$ cat config.mk
export PLATFORM = sky130hd
export DESIGN_NAME = lcg_xor_descrambler_line_normalizer
export DESIGN_NICKNAME = d
export VERILOG_FILES = /design/src/hw/rtl/lxdln_pkg.sv /design/src/hw/rtl/lxdln_keygen.sv /design/src/hw/rtl/lxdln_norm.sv /design/src/hw/rtl/lxdln_outbuf.sv /design/src/hw/rtl/lcg_xor_descrambler_line_normalizer.sv
export SDC_FILE = /design/constraint.sdc
export NUM_CORES = 1
export LEC_CHECK = 0
export BUFFER_PORTS_ARGS = -buffer_cell sky130_fd_sc_hd__buf_2
export CORE_ASPECT_RATIO = 0.8
export CORE_MARGIN = 4
export CORE_UTILIZATION = 55
export DETAILED_ROUTE_END_ITERATION = 6
export PLACE_DENSITY = 0.85
export SLEW_MARGIN = 5
export SYNTH_ARGS = -nofsm -noshare
export SYNTH_HDL_FRONTEND = slang
export SYNTH_SLANG_ARGS = --single-unit
$ cat constraint.sdc
create_clock -name clock -period 8.85 [get_ports clock]
set_clock_uncertainty 0.2 [all_clocks]
set_input_delay 0.4425 -clock clock [delete_from_list [all_inputs] [get_ports clock]]
set_output_delay 0.4425 -clock clock [all_outputs]
set_load 0.01 [all_outputs]
$ cat src/hw/rtl/lxdln_pkg.sv
// ----------------------------------------------------------------------------
// lxdln_pkg
// Shared constants, codes and types of the descrambler and line normalizer.
// ----------------------------------------------------------------------------
package lxdln_pkg;

   localparam int GEN_W  = 24;
   localparam int SKIP_W = 6;
   localparam int BYTE_W = 8;
   localparam int OP_W   = 2;
   localparam int STAT_W = 2;
   localparam int CNT_W  = 2;
   localparam int IDX_W  = 2;

   // low 24 bits of the multiplier; the state wraps at 2^24
   localparam logic [GEN_W-1:0]  GEN_MUL    = 24'hfd43fd;
   localparam logic [GEN_W-1:0]  GEN_ADD    = 24'hc39ec3;
   localparam logic [GEN_W-1:0]  SEED_RESET = 24'ha09e86;
   localparam logic [SKIP_W-1:0] SKIP_RESET = 6'd14;

   localparam logic [BYTE_W-1:0] CH_CR  = 8'h0d;
   localparam logic [BYTE_W-1:0] CH_LF  = 8'h0a;
   localparam logic [BYTE_W-1:0] CH_NUL = 8'h00;

   localparam logic [OP_W-1:0] OP_DATA    = 2'd0;
   localparam logic [OP_W-1:0] OP_END     = 2'd1;
   localparam logic [OP_W-1:0] OP_RESTART = 2'd2;

   localparam logic [STAT_W-1:0] ST_NONE  = 2'd0;
   localparam logic [STAT_W-1:0] ST_CRLF  = 2'd1;
   localparam logic [STAT_W-1:0] ST_UNTERM = 2'd2;

   localparam logic [IDX_W-1:0] REG_SEED   = 2'd0;
   localparam logic [IDX_W-1:0] REG_SKIP   = 2'd1;
   localparam logic [IDX_W-1:0] REG_ENABLE = 2'd2;

   typedef struct packed {
      logic [BYTE_W-1:0] out_byte;
      logic              byte_valid;
      logic [STAT_W-1:0] end_status;
      logic              last;
   } result_type;

   typedef struct packed {
      logic [CNT_W-1:0] count;
      result_type       r0;
      result_type       r1;
   } result_pair_type;

   typedef struct packed {
      logic step;
      logic restart;
   } gen_ctl_type;

   typedef struct packed {
      logic [BYTE_W-1:0] key;
      logic              skip;
   } key_type;

endpackage

$ cat src/hw/rtl/lxdln_keygen.sv
// ----------------------------------------------------------------------------
// lxdln_keygen
// 24-bit congruential generator with header skip counter.
// ----------------------------------------------------------------------------
module lxdln_keygen
   import lxdln_pkg::*;
(
   input  logic              clock,
   input  logic              reset,
   input  gen_ctl_type       ctl,
   input  logic [GEN_W-1:0]  seed,
   input  logic [SKIP_W-1:0] header_skip,
   output key_type           key_out
);

   logic [GEN_W-1:0]  gen_state_ff;
   logic [GEN_W-1:0]  gen_state_in;
   logic [SKIP_W-1:0] header_left_ff;
   logic [SKIP_W-1:0] header_left_in;
   logic [GEN_W-1:0]  gen_next;
   logic [31:0]       key_scaled;

   assign gen_next   = gen_state_ff * GEN_MUL + GEN_ADD;
   assign key_scaled = {gen_next, 8'h00} - {8'h00, gen_next};

   assign key_out.key  = key_scaled[31:24];
   assign key_out.skip = (header_left_ff != '0);

   always_comb begin
      gen_state_in   = gen_state_ff;
      header_left_in = header_left_ff;
      if (ctl.restart) begin
         gen_state_in   = seed;
         header_left_in = header_skip;
      end else if (ctl.step) begin
         gen_state_in = gen_next;
         if (header_left_ff != '0) begin
            header_left_in = header_left_ff - 1'b1;
         end
      end
   end

   always_ff @(posedge clock) begin
      if (reset) begin
         gen_state_ff   <= SEED_RESET;
         header_left_ff <= SKIP_RESET;
      end else begin
         gen_state_ff   <= gen_state_in;
         header_left_ff <= header_left_in;
      end
   end

endmodule

$ cat src/hw/rtl/lxdln_norm.sv
// ----------------------------------------------------------------------------
// lxdln_norm
// Key XOR and line normalization; holds CR and the end-of-data status.
// ----------------------------------------------------------------------------
module lxdln_norm
   import lxdln_pkg::*;
(
   input  logic              clock,
   input  logic              reset,
   input  logic              fire,
   input  logic [OP_W-1:0]   operation,
   input  logic [BYTE_W-1:0] data_byte,
   input  key_type           key_in,
   input  logic              descramble_enable,
   output result_pair_type   results
);

   logic              held_cr_ff;
   logic              held_cr_in;
   logic              ended_crlf_ff;
   logic              ended_crlf_in;
   logic [BYTE_W-1:0] dec_byte;
   logic [BYTE_W-1:0] plain_byte;
   result_type        data_res;
   result_type        lf_res;
   result_type        nul_res;
   result_type        stat_res;

   assign dec_byte   = descramble_enable ? (data_byte ^ key_in.key) : data_byte;
   assign plain_byte = (dec_byte == CH_NUL) ? CH_LF : dec_byte;

   always_comb begin
      data_res = '{out_byte: plain_byte, byte_valid: 1'b1, end_status: ST_NONE, last: 1'b1};
      lf_res   = '{out_byte: CH_LF, byte_valid: 1'b1, end_status: ST_NONE, last: 1'b0};
      nul_res  = '{out_byte: CH_NUL, byte_valid: 1'b1, end_status: ST_NONE, last: 1'b0};
      stat_res = '{out_byte: CH_NUL, byte_valid: 1'b0,
                   end_status: ended_crlf_ff ? ST_CRLF : ST_UNTERM, last: 1'b1};

      results       = '0;
      held_cr_in    = held_cr_ff;
      ended_crlf_in = ended_crlf_ff;

      case (operation)
         OP_RESTART: begin
            held_cr_in    = 1'b0;
            ended_crlf_in = 1'b1;
         end
         OP_END: begin
            held_cr_in = 1'b0;
            if (held_cr_ff) begin
               results.count = 2'd2;
               results.r0    = lf_res;
               results.r1    = stat_res;
            end else begin
               results.count = 2'd1;
               results.r0    = stat_res;
            end
         end
         OP_DATA: begin
            if (!key_in.skip) begin
               if (held_cr_ff) begin
                  held_cr_in = 1'b0;
                  if (dec_byte == CH_LF) begin
                     results.count = 2'd2;
                     results.r0    = nul_res;
                     results.r1    = nul_res;
                     results.r1.last = 1'b1;
                     ended_crlf_in = 1'b1;
                  end else begin
                     ended_crlf_in = 1'b0;
                     results.r0    = lf_res;
                     if (dec_byte == CH_CR) begin
                        held_cr_in      = 1'b1;
                        results.count   = 2'd1;
                        results.r0.last = 1'b1;
                     end else begin
                        results.count = 2'd2;
                        results.r1    = data_res;
                     end
                  end
               end else begin
                  ended_crlf_in = 1'b0;
                  if (dec_byte == CH_CR) begin
                     held_cr_in = 1'b1;
                  end else begin
                     results.count = 2'd1;
                     results.r0    = data_res;
                  end
               end
            end
         end
         default: begin
         end
      endcase
   end

   always_ff @(posedge clock) begin
      if (reset) begin
         held_cr_ff    <= 1'b0;
         ended_crlf_ff <= 1'b1;
      end else if (fire) begin
         held_cr_ff    <= held_cr_in;
         ended_crlf_ff <= ended_crlf_in;
      end
   end

endmodule

$ cat src/hw/rtl/lxdln_outbuf.sv
// ----------------------------------------------------------------------------
// lxdln_outbuf
// Two-slot result buffer; takes up to two results per item, sends one a cycle while out_ready is high.
// ----------------------------------------------------------------------------
module lxdln_outbuf
   import lxdln_pkg::*;
(
   input  logic            clock,
   input  logic            reset,
   input  logic            push,
   input  result_pair_type results,
   output logic            space,
   output logic            out_valid,
   input  logic            out_ready,
   output result_type      out_res
);

   logic [CNT_W-1:0] count_ff;
   logic [CNT_W-1:0] count_in;
   result_type       slot0_ff;
   result_type       slot0_in;
   result_type       slot1_ff;
   result_type       slot1_in;
   logic             pop;

   assign out_valid = (count_ff != '0);
   assign out_res   = slot0_ff;
   assign pop       = out_valid && out_ready;
   assign space     = (count_ff == 2'd0) || ((count_ff == 2'd1) && out_ready);

   always_comb begin
      count_in = count_ff;
      slot0_in = slot0_ff;
      slot1_in = slot1_ff;
      if (push) begin
         count_in = results.count;
         slot0_in = results.r0;
         slot1_in = results.r1;
      end else if (pop) begin
         count_in = count_ff - 1'b1;
         slot0_in = slot1_ff;
      end
   end

   always_ff @(posedge clock) begin
      if (reset) begin
         count_ff <= '0;
      end else begin
         count_ff <= count_in;
      end
   end

   always_ff @(posedge clock) begin
      slot0_ff <= slot0_in;
      slot1_ff <= slot1_in;
   end

endmodule

$ cat src/hw/rtl/lcg_xor_descrambler_line_normalizer.sv
// ----------------------------------------------------------------------------
// lcg_xor_descrambler_line_normalizer
// Keystream descrambler for file bytes with CR/LF line normalization.
//
//   channel  direction  handshake              payload
//   req      in         req_tvalid/req_tready  tdata data_byte, tuser operation
//   rsp      out        rsp_tvalid/rsp_tready  tdata out_byte, tuser status, tlast
//   csr      in         csr_valid/csr_ready    csr_index, csr_data
//
// One item a cycle enters the input register; key, XOR and normalization run
// between it and a two-slot result buffer, so an item with one result sustains
// one item per cycle while rsp is ready. Two results make two rsp transfers.
// A stalled rsp holds the buffer; req stalls if the full input register cannot
// fire. Reset loads seed 0xa09e86, skip 14, descrambling on; no clearing pass.
// ----------------------------------------------------------------------------
module lcg_xor_descrambler_line_normalizer
   import lxdln_pkg::*;
(
   input  logic              clock,
   input  logic              reset,
   input  logic              req_tvalid,
   output logic              req_tready,
   input  logic [BYTE_W-1:0] req_tdata,   // [7:0] data_byte
   input  logic [OP_W-1:0]   req_tuser,   // [1:0] operation
   output logic              rsp_tvalid,
   input  logic              rsp_tready,
   output logic [BYTE_W-1:0] rsp_tdata,   // [7:0] out_byte
   output logic [2:0]        rsp_tuser,   // [0] byte_valid, [2:1] end_status
   output logic              rsp_tlast,
   input  logic              csr_valid,
   output logic              csr_ready,
   input  logic [IDX_W-1:0]  csr_index,
   input  logic [GEN_W-1:0]  csr_data
);

   logic              in_valid_ff;
   logic              in_valid_in;
   logic [OP_W-1:0]   in_op_ff;
   logic [BYTE_W-1:0] in_byte_ff;
   logic [GEN_W-1:0]  seed_ff;
   logic [SKIP_W-1:0] header_skip_ff;
   logic              enable_ff;
   logic              fire;
   logic              space;
   logic              req_take;
   gen_ctl_type       gen_ctl;
   key_type           key;
   result_pair_type   results;
   result_type        out_res;

   assign csr_ready  = 1'b1;
   assign fire       = in_valid_ff && space;
   assign req_tready = !in_valid_ff || fire;
   assign req_take   = req_tvalid && req_tready;

   assign gen_ctl.step    = fire && (in_op_ff == OP_DATA);
   assign gen_ctl.restart = fire && (in_op_ff == OP_RESTART);

   always_comb begin
      in_valid_in = in_valid_ff;
      if (req_take) begin
         in_valid_in = 1'b1;
      end else if (fire) begin
         in_valid_in = 1'b0;
      end
   end

   always_ff @(posedge clock) begin
      if (reset) begin
         in_valid_ff    <= 1'b0;
         seed_ff        <= SEED_RESET;
         header_skip_ff <= SKIP_RESET;
         enable_ff      <= 1'b1;
      end else begin
         in_valid_ff <= in_valid_in;
         if (csr_valid && csr_ready) begin
            case (csr_index)
               REG_SEED:   seed_ff        <= csr_data;
               REG_SKIP:   header_skip_ff <= csr_data[SKIP_W-1:0];
               REG_ENABLE: enable_ff      <= csr_data[0];
               default: begin
               end
            endcase
         end
      end
   end

   always_ff @(posedge clock) begin
      if (req_take) begin
         in_op_ff   <= req_tuser;
         in_byte_ff <= req_tdata;
      end
   end

   lxdln_keygen u_keygen (
      .clock       (clock),
      .reset       (reset),
      .ctl         (gen_ctl),
      .seed        (seed_ff),
      .header_skip (header_skip_ff),
      .key_out     (key)
   );

   lxdln_norm u_norm (
      .clock             (clock),
      .reset             (reset),
      .fire              (fire),
      .operation         (in_op_ff),
      .data_byte         (in_byte_ff),
      .key_in            (key),
      .descramble_enable (enable_ff),
      .results           (results)
   );

   lxdln_outbuf u_outbuf (
      .clock     (clock),
      .reset     (reset),
      .push      (fire),
      .results   (results),
      .space     (space),
      .out_valid (rsp_tvalid),
      .out_ready (rsp_tready),
      .out_res   (out_res)
   );

   assign rsp_tdata = out_res.out_byte;
   assign rsp_tuser = {out_res.end_status, out_res.byte_valid};
   assign rsp_tlast = out_res.last;

   a_end_gives_result: assert property (@(posedge clock) disable iff (reset)
      (fire && (in_op_ff == OP_END)) |=> rsp_tvalid)
      else $error("end item produced no result");

   a_fire_has_room: assert property (@(posedge clock) disable iff (reset)
      fire |-> (!rsp_tvalid || rsp_tready))
      else $error("item processed while result buffer busy");

   a_status_is_last: assert property (@(posedge clock) disable iff (reset)
      (rsp_tvalid && !rsp_tuser[0]) |-> (rsp_tlast && (rsp_tdata == CH_NUL)))
      else $error("status result not last or carries data");

   a_status_matches_kind: assert property (@(posedge clock) disable iff (reset)
      rsp_tvalid |-> (rsp_tuser[0] == (rsp_tuser[2:1] == ST_NONE)))
      else $error("end status inconsistent with byte_valid");

endmodule
==> results of run 1 <==
## layer usage
layer | routed length (um) | track usage (%) | vias to the layer above
met5 | 0 | 0 | -
met4 | 1350 | 9.36 | 0
met3 | 3950 | 7.29 | 127
met2 | 15400 | 45.6 | 667
met1 | 13300 | 39.5 | 4753
li1 | - | - | 4341
## synth_stat cells (all sizes together) (6+ instances only)
cell type	n	area share (%)
inv	252	8.5
ha	127	14
fa	121	22
nand2	108	3.7
dfxtp	66	12
a21oi	51	2.4
nor2	50	1.7
xnor2	48	4.1
o21ai	38	1.7
edfxtp	34	9.2
clkbuf	27	0.92
a221oi	21	1.7
a21o	19	1.3
o22ai	18	1.0
nand3	17	0.77
xor2	17	1.4
nand3b	16	1.1
nor3	12	0.54
and3	11	0.68
a211oi	10	0.86
a211o	9	0.71
mux2i	9	0.81
buf	8	0.37
nand2b	8	0.45
o211ai	8	0.54
a31oi	7	0.39
nor2b	7	0.39
nand4	6	0.34
nor3b	6	0.50
nor4	6	0.47
## per-stage QoR
stage	setup slack, ps	hold WS [ps]	std cells
3_3_place_gp	-67.4	242	1592
4_1_cts	1.10	59.6	1619
6_report	-73.9	59.2	1647
3_5_place_dp	-245	246	1592
5_1_grt	-357	58.1	1647
2_1_floorplan	6.68	233	1203
## area by class of cell
type / count / area [sq um] / area share, %
clock buffers: 10 / 229 / 1.70
repair buffers: 199 / 1380 / 10.3
well taps: 264 / 330 / 2.46
inverters: 253 / 955 / 7.10
clock inverters: 6 / 46.3 / 0.344
multi-input cells: 815 / 8130 / 60.5
flip-flops and latches: 100 / 2370 / 17.6
## state kept, by name, summed over array words and instances (netlist names)
| signal | count |
|---|---|
| u_outbuf.count_ff | 2 |
| seed_ff | 24 |
| u_outbuf.out_res | 12 |
| u_outbuf.slot1_ff | 12 |
| u_norm.ended_crlf_ff | 1 |
| enable_ff | 1 |
| in_byte_ff | 8 |
| u_keygen.header_left_ff | 6 |
| u_norm.held_cr_ff | 1 |
| header_skip_ff | 6 |
| in_valid_ff | 1 |
| u_keygen.gen_state_ff | 24 |
| in_op_ff | 2 |
## worst max-delay path by stage
stage / start / endpoint / slack, ps / depth (start not counted)
finish: u_keygen.gen_state_ff[9] / u_norm.ended_crlf_ff / -70 / 36
global route: u_keygen.gen_state_ff[14] / u_outbuf.count_ff[0] / -360 / 35
CTS: u_keygen.gen_state_ff[10] / u_outbuf.out_res[7] / 1 / 34
detailed placement: u_keygen.gen_state_ff[8] / u_norm.ended_crlf_ff / -240 / 35
global placement: u_keygen.gen_state_ff[5] / u_norm.ended_crlf_ff / -70 / 34
floorplan: u_keygen.gen_state_ff[8] / u_outbuf.out_res[0] / 7 / 36
## cell families (layout without fill, tap and decap cells)
logic type / after synthesis / in the layout / share of synthesized area, %
mux: 11 / 11 / 1.15
other cells: 1 / 1 / 0.0338
simple gates: 271 / 271 / 12.4
xor+xnor: 66 / 66 / 5.67
compound gates: 218 / 218 / 13.7
flops: 100 / 100 / 21.1
buf+inv: 288 / 468 / 9.85
fa+ha+maj: 248 / 248 / 36.1
## worst register-to-register path: cells and delay by family (launching register included)
family | cells | cell delay [ps]
DFF | 1 | 350
adders and majority gates | 9 | 3910
and+or+nand+nor | 8 | 1370
xor gates and xnor gates | 2 | 360
AOI/OAI and AO/OA | 8 | 1620
buffers and inverters | 9 | 1030
## what timing repair did
item,CTS,global route
buffers inserted,11,28
resized for setup,39,96
setup endpoints to repair,16,18
pin swaps,28,77
## cell usage in the layout, fill, tap and decap left out, types with 5 or more instances in the layout
cell type / n
xnor2_2: 5
dfxtp_2: 9
and2_1: 5
o22ai_1: 16
fa_2: 8
o21ai_0: 25
nand2_1: 104
dfxtp_4: 5
buf_2: 54
a221oi_1: 20
and3_4: 7
inv_2: 19
nor2_1: 50
a21o_1: 19
fa_1: 113
mux2i_1: 8
clkbuf_16: 9
nand4_1: 6
a31oi_1: 5
xnor2_1: 43
o211ai_1: 8
edfxtp_1: 34
dfxtp_1: 52
nand3_1: 14
xor2_1: 13
nand2b_1: 7
ha_4: 11
a21oi_1: 45
nor2b_1: 7
a211o_1: 9
buf_4: 140
ha_1: 115
inv_1: 231
nor3_1: 9
a211oi_2: 5
o21ai_1: 12
nand3b_1: 16
==> flow_summary.ini, run 1 <==
[cells_and_area]
finish.utilization_pct = 67.9
final_nets = 1667
syn_to_final_growth_pct = 21.1
n_antenna_cell = 0
layout-drive-gt1-share_pct = 24.8
nFillCells = 1357
postLayoutCellArea_sq_mm = 0.0134

[critical_path]
r2r_start = u_keygen.gen_state_ff[9]
slowest_stage = fa_1
cp_max_fo = 6
rrSetupSlack_ps = -70
endpoint_kind = register
reg2reg_depth = 36
worst_path_most_repeated_cell = fa_1
startpoint_type = register
cp.arrival_ps = 8980
max_stage_delay_ps = 550
path_delay_family = adder cells
crit_type = reg2reg
worstPathRequired_ps = 8910
cp_num_buf_inv = 9
r2r_end = u_norm.ended_crlf_ff

[floorplanning]
die_area_sq_mm = 0.0225
ios = 56
die_width_um = 167
core_area_sq_mm = 0.0198
start_util_pct = 56.1
die_h_um = 135
row_count = 46

[outcome]
violations = setup timing
status = finished with violations

[sta]
worst_pin_slew_ps = 1220
fin_crit_ps = 8920
slew_violations = 0
max_slew_margin_pct = 18.6
setup_viol_count_final = 5
setup_tns_ps = -141
hold_violations = 0
rsz0062_at_grt = true
fmax_ghz = 0.112
fin_ws_ps = -73.9
period_share_pct = 101

[global_routing]
grt_max_degree = 67
track_usage_pct = 28.9
grt_pass1_vias = 9805
antenna_found_initial = 0
gr-total-overflow = 0
grt_pass1_wl_um = 51500

[clock_network]
cts_hold_buf = 0
cts.sinks = 100
numCtsBuffers = 9
cts_max_path_buffers = 2
clk_pin_slew_ps = 80
clock-root-buffer = clkbuf_16
clkLatencyLatePin_ps = 360
h-tree-depth = 3
cts_tree = done

[detailed_routing]
firstDrtPassIters = 6
drc = 0
ant_nets = 0
drt_iter0_markers = 1286
vias = 9888
vias_per_cell = 6.00
finalWirelength_um = 34000
wl_per_cell_um = 20.6

[synth]
synthesis.nets = 1492
synth_area_per_cell_sq_um = 9.23
async_reset_ff_share_pct = 0
yosys_warnings = 0
ys_seq_area_share_pct = 21.1
synth-seq-cells = 100
synth_cell_type_count = 87
syn_inst = 1203
synth_edf_count = 34
synthFlopType = dfxtp_1
synth_area_sq_mm = 0.0111

[placed_design]
gp_congestion = 0.988
numPortBuffers = 54
hpwl_um = 25400
dpl_cell_area_sq_mm = 0.0124

[hold_path]
hp-class = in2reg
holdPathEnd = in_byte_ff[4]
hold_path.startpoint = req_tdata[4]
holdPathStages = 1

[flow_run]
drv_cap = 0
Power of run 1 is left out: the tool's default activity adds up to more than one toggle a clock period on the data nets, which glitch-free logic cannot reach.
==> run 2, diff against run 1 <==
--- a/config.mk
+++ b/config.mk
@@ -11,5 +11,5 @@
 export CORE_UTILIZATION = 55
 export DETAILED_ROUTE_END_ITERATION = 6
-export PLACE_DENSITY = 0.85
+export PLACE_DENSITY = 0.82
 export SLEW_MARGIN = 5
 export SYNTH_ARGS = -nofsm -noshare
==> constraint.sdc (replaced) <==
create_clock -name clock -period 11.2 [get_ports clock]
set_clock_uncertainty 0.2 [all_clocks]
set_input_delay 0.56 -clock clock [delete_from_list [all_inputs] [get_ports clock]]
set_output_delay 0.56 -clock clock [all_outputs]
set_load 0.1 [all_outputs]
==> run 2 against run 1 <==
  * The run now ends clean
  * Register-to-register slack improved by 1100 ps
  * Hold slack gained 130 ps
  * Maximum frequency decreased by 13%
  * Critical path depth stayed put
  * Worst setup slack improved by 1100 ps
  * Final area fell by 11%
  * Core utilization is 7.7 points lower
  * Via count fell by 9.7%
  * Clock-buffer cell count did not move
  * First-iteration DRC count down 17%
  * Wire length is 14% lower
  * Cell count down 8.4%
  * Critical endpoint is now u_outbuf.out_res[0]
==> flow_summary.ini, run 2 (same netlist as run 1, synthesis figures left out) <==
[global_routing]
grt_max_degree = 67
track_usage_pct = 26.3
grt_pass1_wl_um = 46900
grt_pass1_vias = 8963
antenna_found_initial = 1
gr-total-overflow = 0

[floorplanning]
core_area_sq_mm = 0.0198
die_h_um = 135
ios = 56
row_count = 46
die_width_um = 167
start_util_pct = 56.1
die_area_sq_mm = 0.0225

[critical_path]
slowest_stage = fa_1
r2r_start = u_keygen.gen_state_ff[7]
reg2reg_depth = 36
max_stage_delay_ps = 610
startpoint_type = register
worst_path_most_repeated_cell = inv_1
cp-startpoint = u_keygen.gen_state_ff[7]
endpoint_kind = register
cp.arrival_ps = 10120
worstPathRequired_ps = 11100
cp_max_fo = 9
crit_type = reg2reg

[sta]
hold_violations = 0
slew_violations = 0
period_share_pct = 91.3
worst_pin_slew_ps = 1200
setup_viol_count_final = 0
fin_crit_ps = 10220
setup_tns_ps = 0
rsz0062_at_grt = false
hold_ws_ps = 185
max_slew_margin_pct = 19.7
fmax_ghz = 0.0978

[hold_path]
hold_path.startpoint = req_tdata[4]
holdPathStages = 1
hp-class = in2reg

[cells_and_area]
final_nets = 1528
reg.largest.list = seed_ff: 24 flops, u_keygen.gen_state_ff: 24 flops
layout-drive-gt1-share_pct = 8.84
syn_to_final_growth_pct = 7.38
n_antenna_cell = 0
layout_commonest_cell = inv_1
finish.utilization_pct = 60.2
final_cell_mix = inv_1 (252), ha_1 (127), fa_1 (121)

[clock_network]
cts_max_path_buffers = 2
cts_setup_buffers = 0
cts.sinks = 100
numCtsBuffers = 9
cts_resized = 0
clkLatencyLatePin_ps = 350
clk_pin_slew_ps = 80
h-tree-depth = 3
cts_hold_buf = 0
clock-root-buffer = clkbuf_16
cts_tree = done

[detailed_routing]
ant_nets = 0
vias_per_cell = 5.92
finalWirelength_um = 29400
wl_per_cell_um = 19.5
vias = 8931
drc = 0
drt_iter0_markers = 1068
firstDrtPassIters = 6

[placed_design]
gp_congestion = 0.977
hpwl_um = 23800
numPortBuffers = 54

[flow_run]
drv_cap = 0

[outcome]
status = finished, final reports clean
[run 2: worst paths after layout]
check | endpoint | slack (ps)
setup / recovery | u_outbuf.out_res[0] | 980
hold / removal | in_byte_ff[4] | 180
setup reg to reg | u_outbuf.out_res[0] | 980
hold reg to reg | seed_ff[22] | 260
[run 2: worst max-delay path, delay by kind of cell (launching register included)]
| family | cells | cell delay, ps |
|---|---|---|
| fa+ha+maj | 9 | 4020 |
| flops | 1 | 550 |
| buf+inv | 8 | 830 |
| compound gates | 8 | 1510 |
| xor+xnor | 2 | 630 |
| simple gates | 9 | 2220 |
[run 2: stage by stage]
step,area [sq um],worst slack [ps],instances
3_3_place_gp,11600,1430,1492
5_1_grt,11900,361,1508
6_report,11900,978,1508
3_5_place_dp,11600,1210,1492
2_1_floorplan,11100,2290,1203
4_1_cts,11900,1130,1508
[run 2: per-layer routing]
metal | global-route usage [%] | up-vias | wire length, um
met5 | 2.39 | - | 85
met3 | 6.35 | 82 | 3230
met1 | 37.5 | 4300 | 12300
met4 | 6.95 | 4 | 811
met2 | 40.5 | 486 | 12900
li1 | - | 4059 | -
[run 2: cell type report]
class	count	area [sq um]
Clock buffer	10	250
Timing Repair Buffer	60	315
Multi-Input combinational cell	815	7670
Sequential cell	100	2340
Inverter	253	950
Clock inverter	6	62.6
Fill cell	1621	7880
Tap cell	264	330
Power of run 2 is left out for the same reason.
==> run 3, diff against run 2 <==
ABC_AREA = 1   (was unset)
PLACE_DENSITY = 0.85   (was 0.82)
clock period = 8.9 ns   (was 11.2 ns; I/O delays follow)
==> run 3 against run 2 <==
  * Maximum frequency is 22% higher
  * Via count grew 14%
  * Hold slack got worse by 110 ps
  * Final area is 6.5% higher
  * Wire length increased by 7.1%
  * Synthesized area increased by 3.6%
  * Critical path type unchanged
  * Critical endpoint unchanged
  * Highest routed layer is now met4
==> flow_summary.ini, run 3 <==
[placed_design]
numPortBuffers = 54
detailedPlace.worstSlack_ps = 128
gp_congestion = 1.00
hpwl_um = 26300

[cells_and_area]
nFillCells = 1774
layout_commonest_cell = nand2_1
ff_latch_area_sq_mm = 0.00236
multiInputGateArea_sq_mm = 0.00779
reg.largest.list = seed_ff: 24 flops, u_keygen.gen_state_ff: 24 flops
n_antenna_cell = 0
syn_to_final_growth_pct = 10.5
final_cell_mix = nand2_1 (360), inv_1 (348), ha_1 (123)
final_nets = 1883
layout-drive-gt1-share_pct = 10.9

[sta]
setup_viol_count_final = 0
hold_ws_ps = 70.5
fin_crit_ps = 8390
worst_pin_slew_ps = 810
hold_violations = 0
setup_tns_ps = 0
max_slew_margin_pct = 45.9
slew_violations = 0
fin_ws_ps = 514
fmax_ghz = 0.119
period_share_pct = 94.2

[detailed_routing]
ant_nets = 0
wl_per_cell_um = 16.8
drt_iter0_markers = 1031
vias = 10200
drc = 0
firstDrtPassIters = 5
vias_per_cell = 5.44
finalWirelength_um = 31400

[synth]
syn_inst = 1517
async_reset_ff_share_pct = 0
synth_area_per_cell_sq_um = 7.58
synthesis.nets = 1806
synth-seq-cells = 100
synth_commonest_cells = nand2_1 (362), inv_1 (354), ha_1 (127)
synth_cell_type_count = 45
yosys_warnings = 0
yosysMostFrequentCell = nand2_1
ys_seq_area_share_pct = 20.4
synth.top_cells.by_area = fa_1 (21%), ha_1 (14%), nand2_1 (12%)
synthFlopType = dfxtp_1
yosysTopAreaCellShare_pct = 21.1
synth_edf_count = 34
synth_area_sq_mm = 0.0115
synth_area_leader_cell = fa_1

[global_routing]
gr-total-overflow = 0
grt_pass1_wl_um = 50800
grt_max_degree = 30
track_usage_pct = 27.7
antenna_found_initial = 0
grt_pass1_vias = 9848

[floorplanning]
core_area_sq_mm = 0.0206
row_count = 47
die_area_sq_mm = 0.0233
die_width_um = 170
ios = 56
start_util_pct = 55.7
die_h_um = 137

[clock_network]
cts.sinks = 100
h-tree-depth = 3
clkLatencyLatePin_ps = 350
clock-root-buffer = clkbuf_16
numCtsBuffers = 9
clk_pin_slew_ps = 70
cts_max_path_buffers = 2
cts_tree = done

[critical_path]
slowest_stage = fa_1
cp.arrival_ps = 8280
crit_type = reg2reg
worst_path_most_repeated_cell = nand2_1
cp_max_fo = 8
rrSetupSlack_ps = 510
max_stage_delay_ps = 590
startpoint_type = register
endpoint_kind = register
worstPathRequired_ps = 8790

[outcome]
status = finished, final reports clean

[flow_run]
drv_cap = 0

[hold_path]
hp-class = in2reg
-- run 3: cell types whose count changed after synthesis, moves of 12 or more --
cell      change
nand4_1      +20
a221oi_1     -20
a21o_1       -17
nand2_1     +255
nand3_1      +77
o22ai_1      -17
nor2_1       +50
nand3b_1     -12
inv_1       +102
nand2_2      +14
xnor2_1      -29
-- run 3: metal layers --
layer  vias up  global-route usage (%)  routed length (um)
met2       475                    42.0               13300
met1      4780                    40.4               14100
met5         -                       0                   0
met3        62                    7.17                3500
li1       4852                       -                   -
met4         0                    5.36                 594
-- run 3: per-stage QoR --
| stage | util (%) | instance area, sq um | instances |
|---|---|---|---|
| 2_1_floorplan | - | 11500 | 1517 |
| 3_3_place_gp | 59.1 | 12200 | 1843 |
| 3_5_place_dp | 59.1 | 12200 | 1843 |
| 4_1_cts | 60.7 | 12500 | 1859 |
| 5_1_grt | 61.5 | 12700 | 1868 |
| 6_report | 61.5 | 12700 | 1868 |
-- run 3: cell type report --
type / instances / share of cell area [%]
Inverter: 364 / 10.8
Clock inverter: 6 / 0.739
Sequential cell: 100 / 18.6
Clock buffer: 10 / 1.80
Timing Repair Buffer: 87 / 4.08
Multi-Input combinational cell: 1032 / 61.3
Tap cell: 269 / 2.65
-- run 3: cell families after synthesis --
group | share of synthesized area, %
AOI/OAI and AO/OA | 6.58
xor gates and xnor gates | 2.18
and+or+nand+nor | 23.3
DFF | 20.4
adders and majority gates | 34.9
other | 0.0326
buffers and inverters | 12.6
-- run 3: worst paths after layout --
path / to / from / depth (start not counted)
worst max-delay path: u_outbuf.out_res[0] / u_keygen.gen_state_ff[7] / 46
worst min-delay path: in_byte_ff[7] / req_tdata[7] / 1
worst min register to register: seed_ff[23] / seed_ff[23] / 2
worst max register to register: u_outbuf.out_res[0] / u_keygen.gen_state_ff[7] / 46
-- run 3: repair_timing --
item,CTS,global route
setup endpoints to repair,0,16
resized for setup,0,36
hold buffers,0,0
buffers inserted,0,9
-- run 3: worst max-delay path, delay by kind of cell, from the launching register on --
family / cells / cell delay [ps]
AOI/OAI and AO/OA: 4 / 730
adders and majority gates: 9 / 3910
buffers and inverters: 10 / 770
DFF: 1 / 410
and+or+nand+nor: 23 / 2100
Power of run 3 is left out for the same reason.
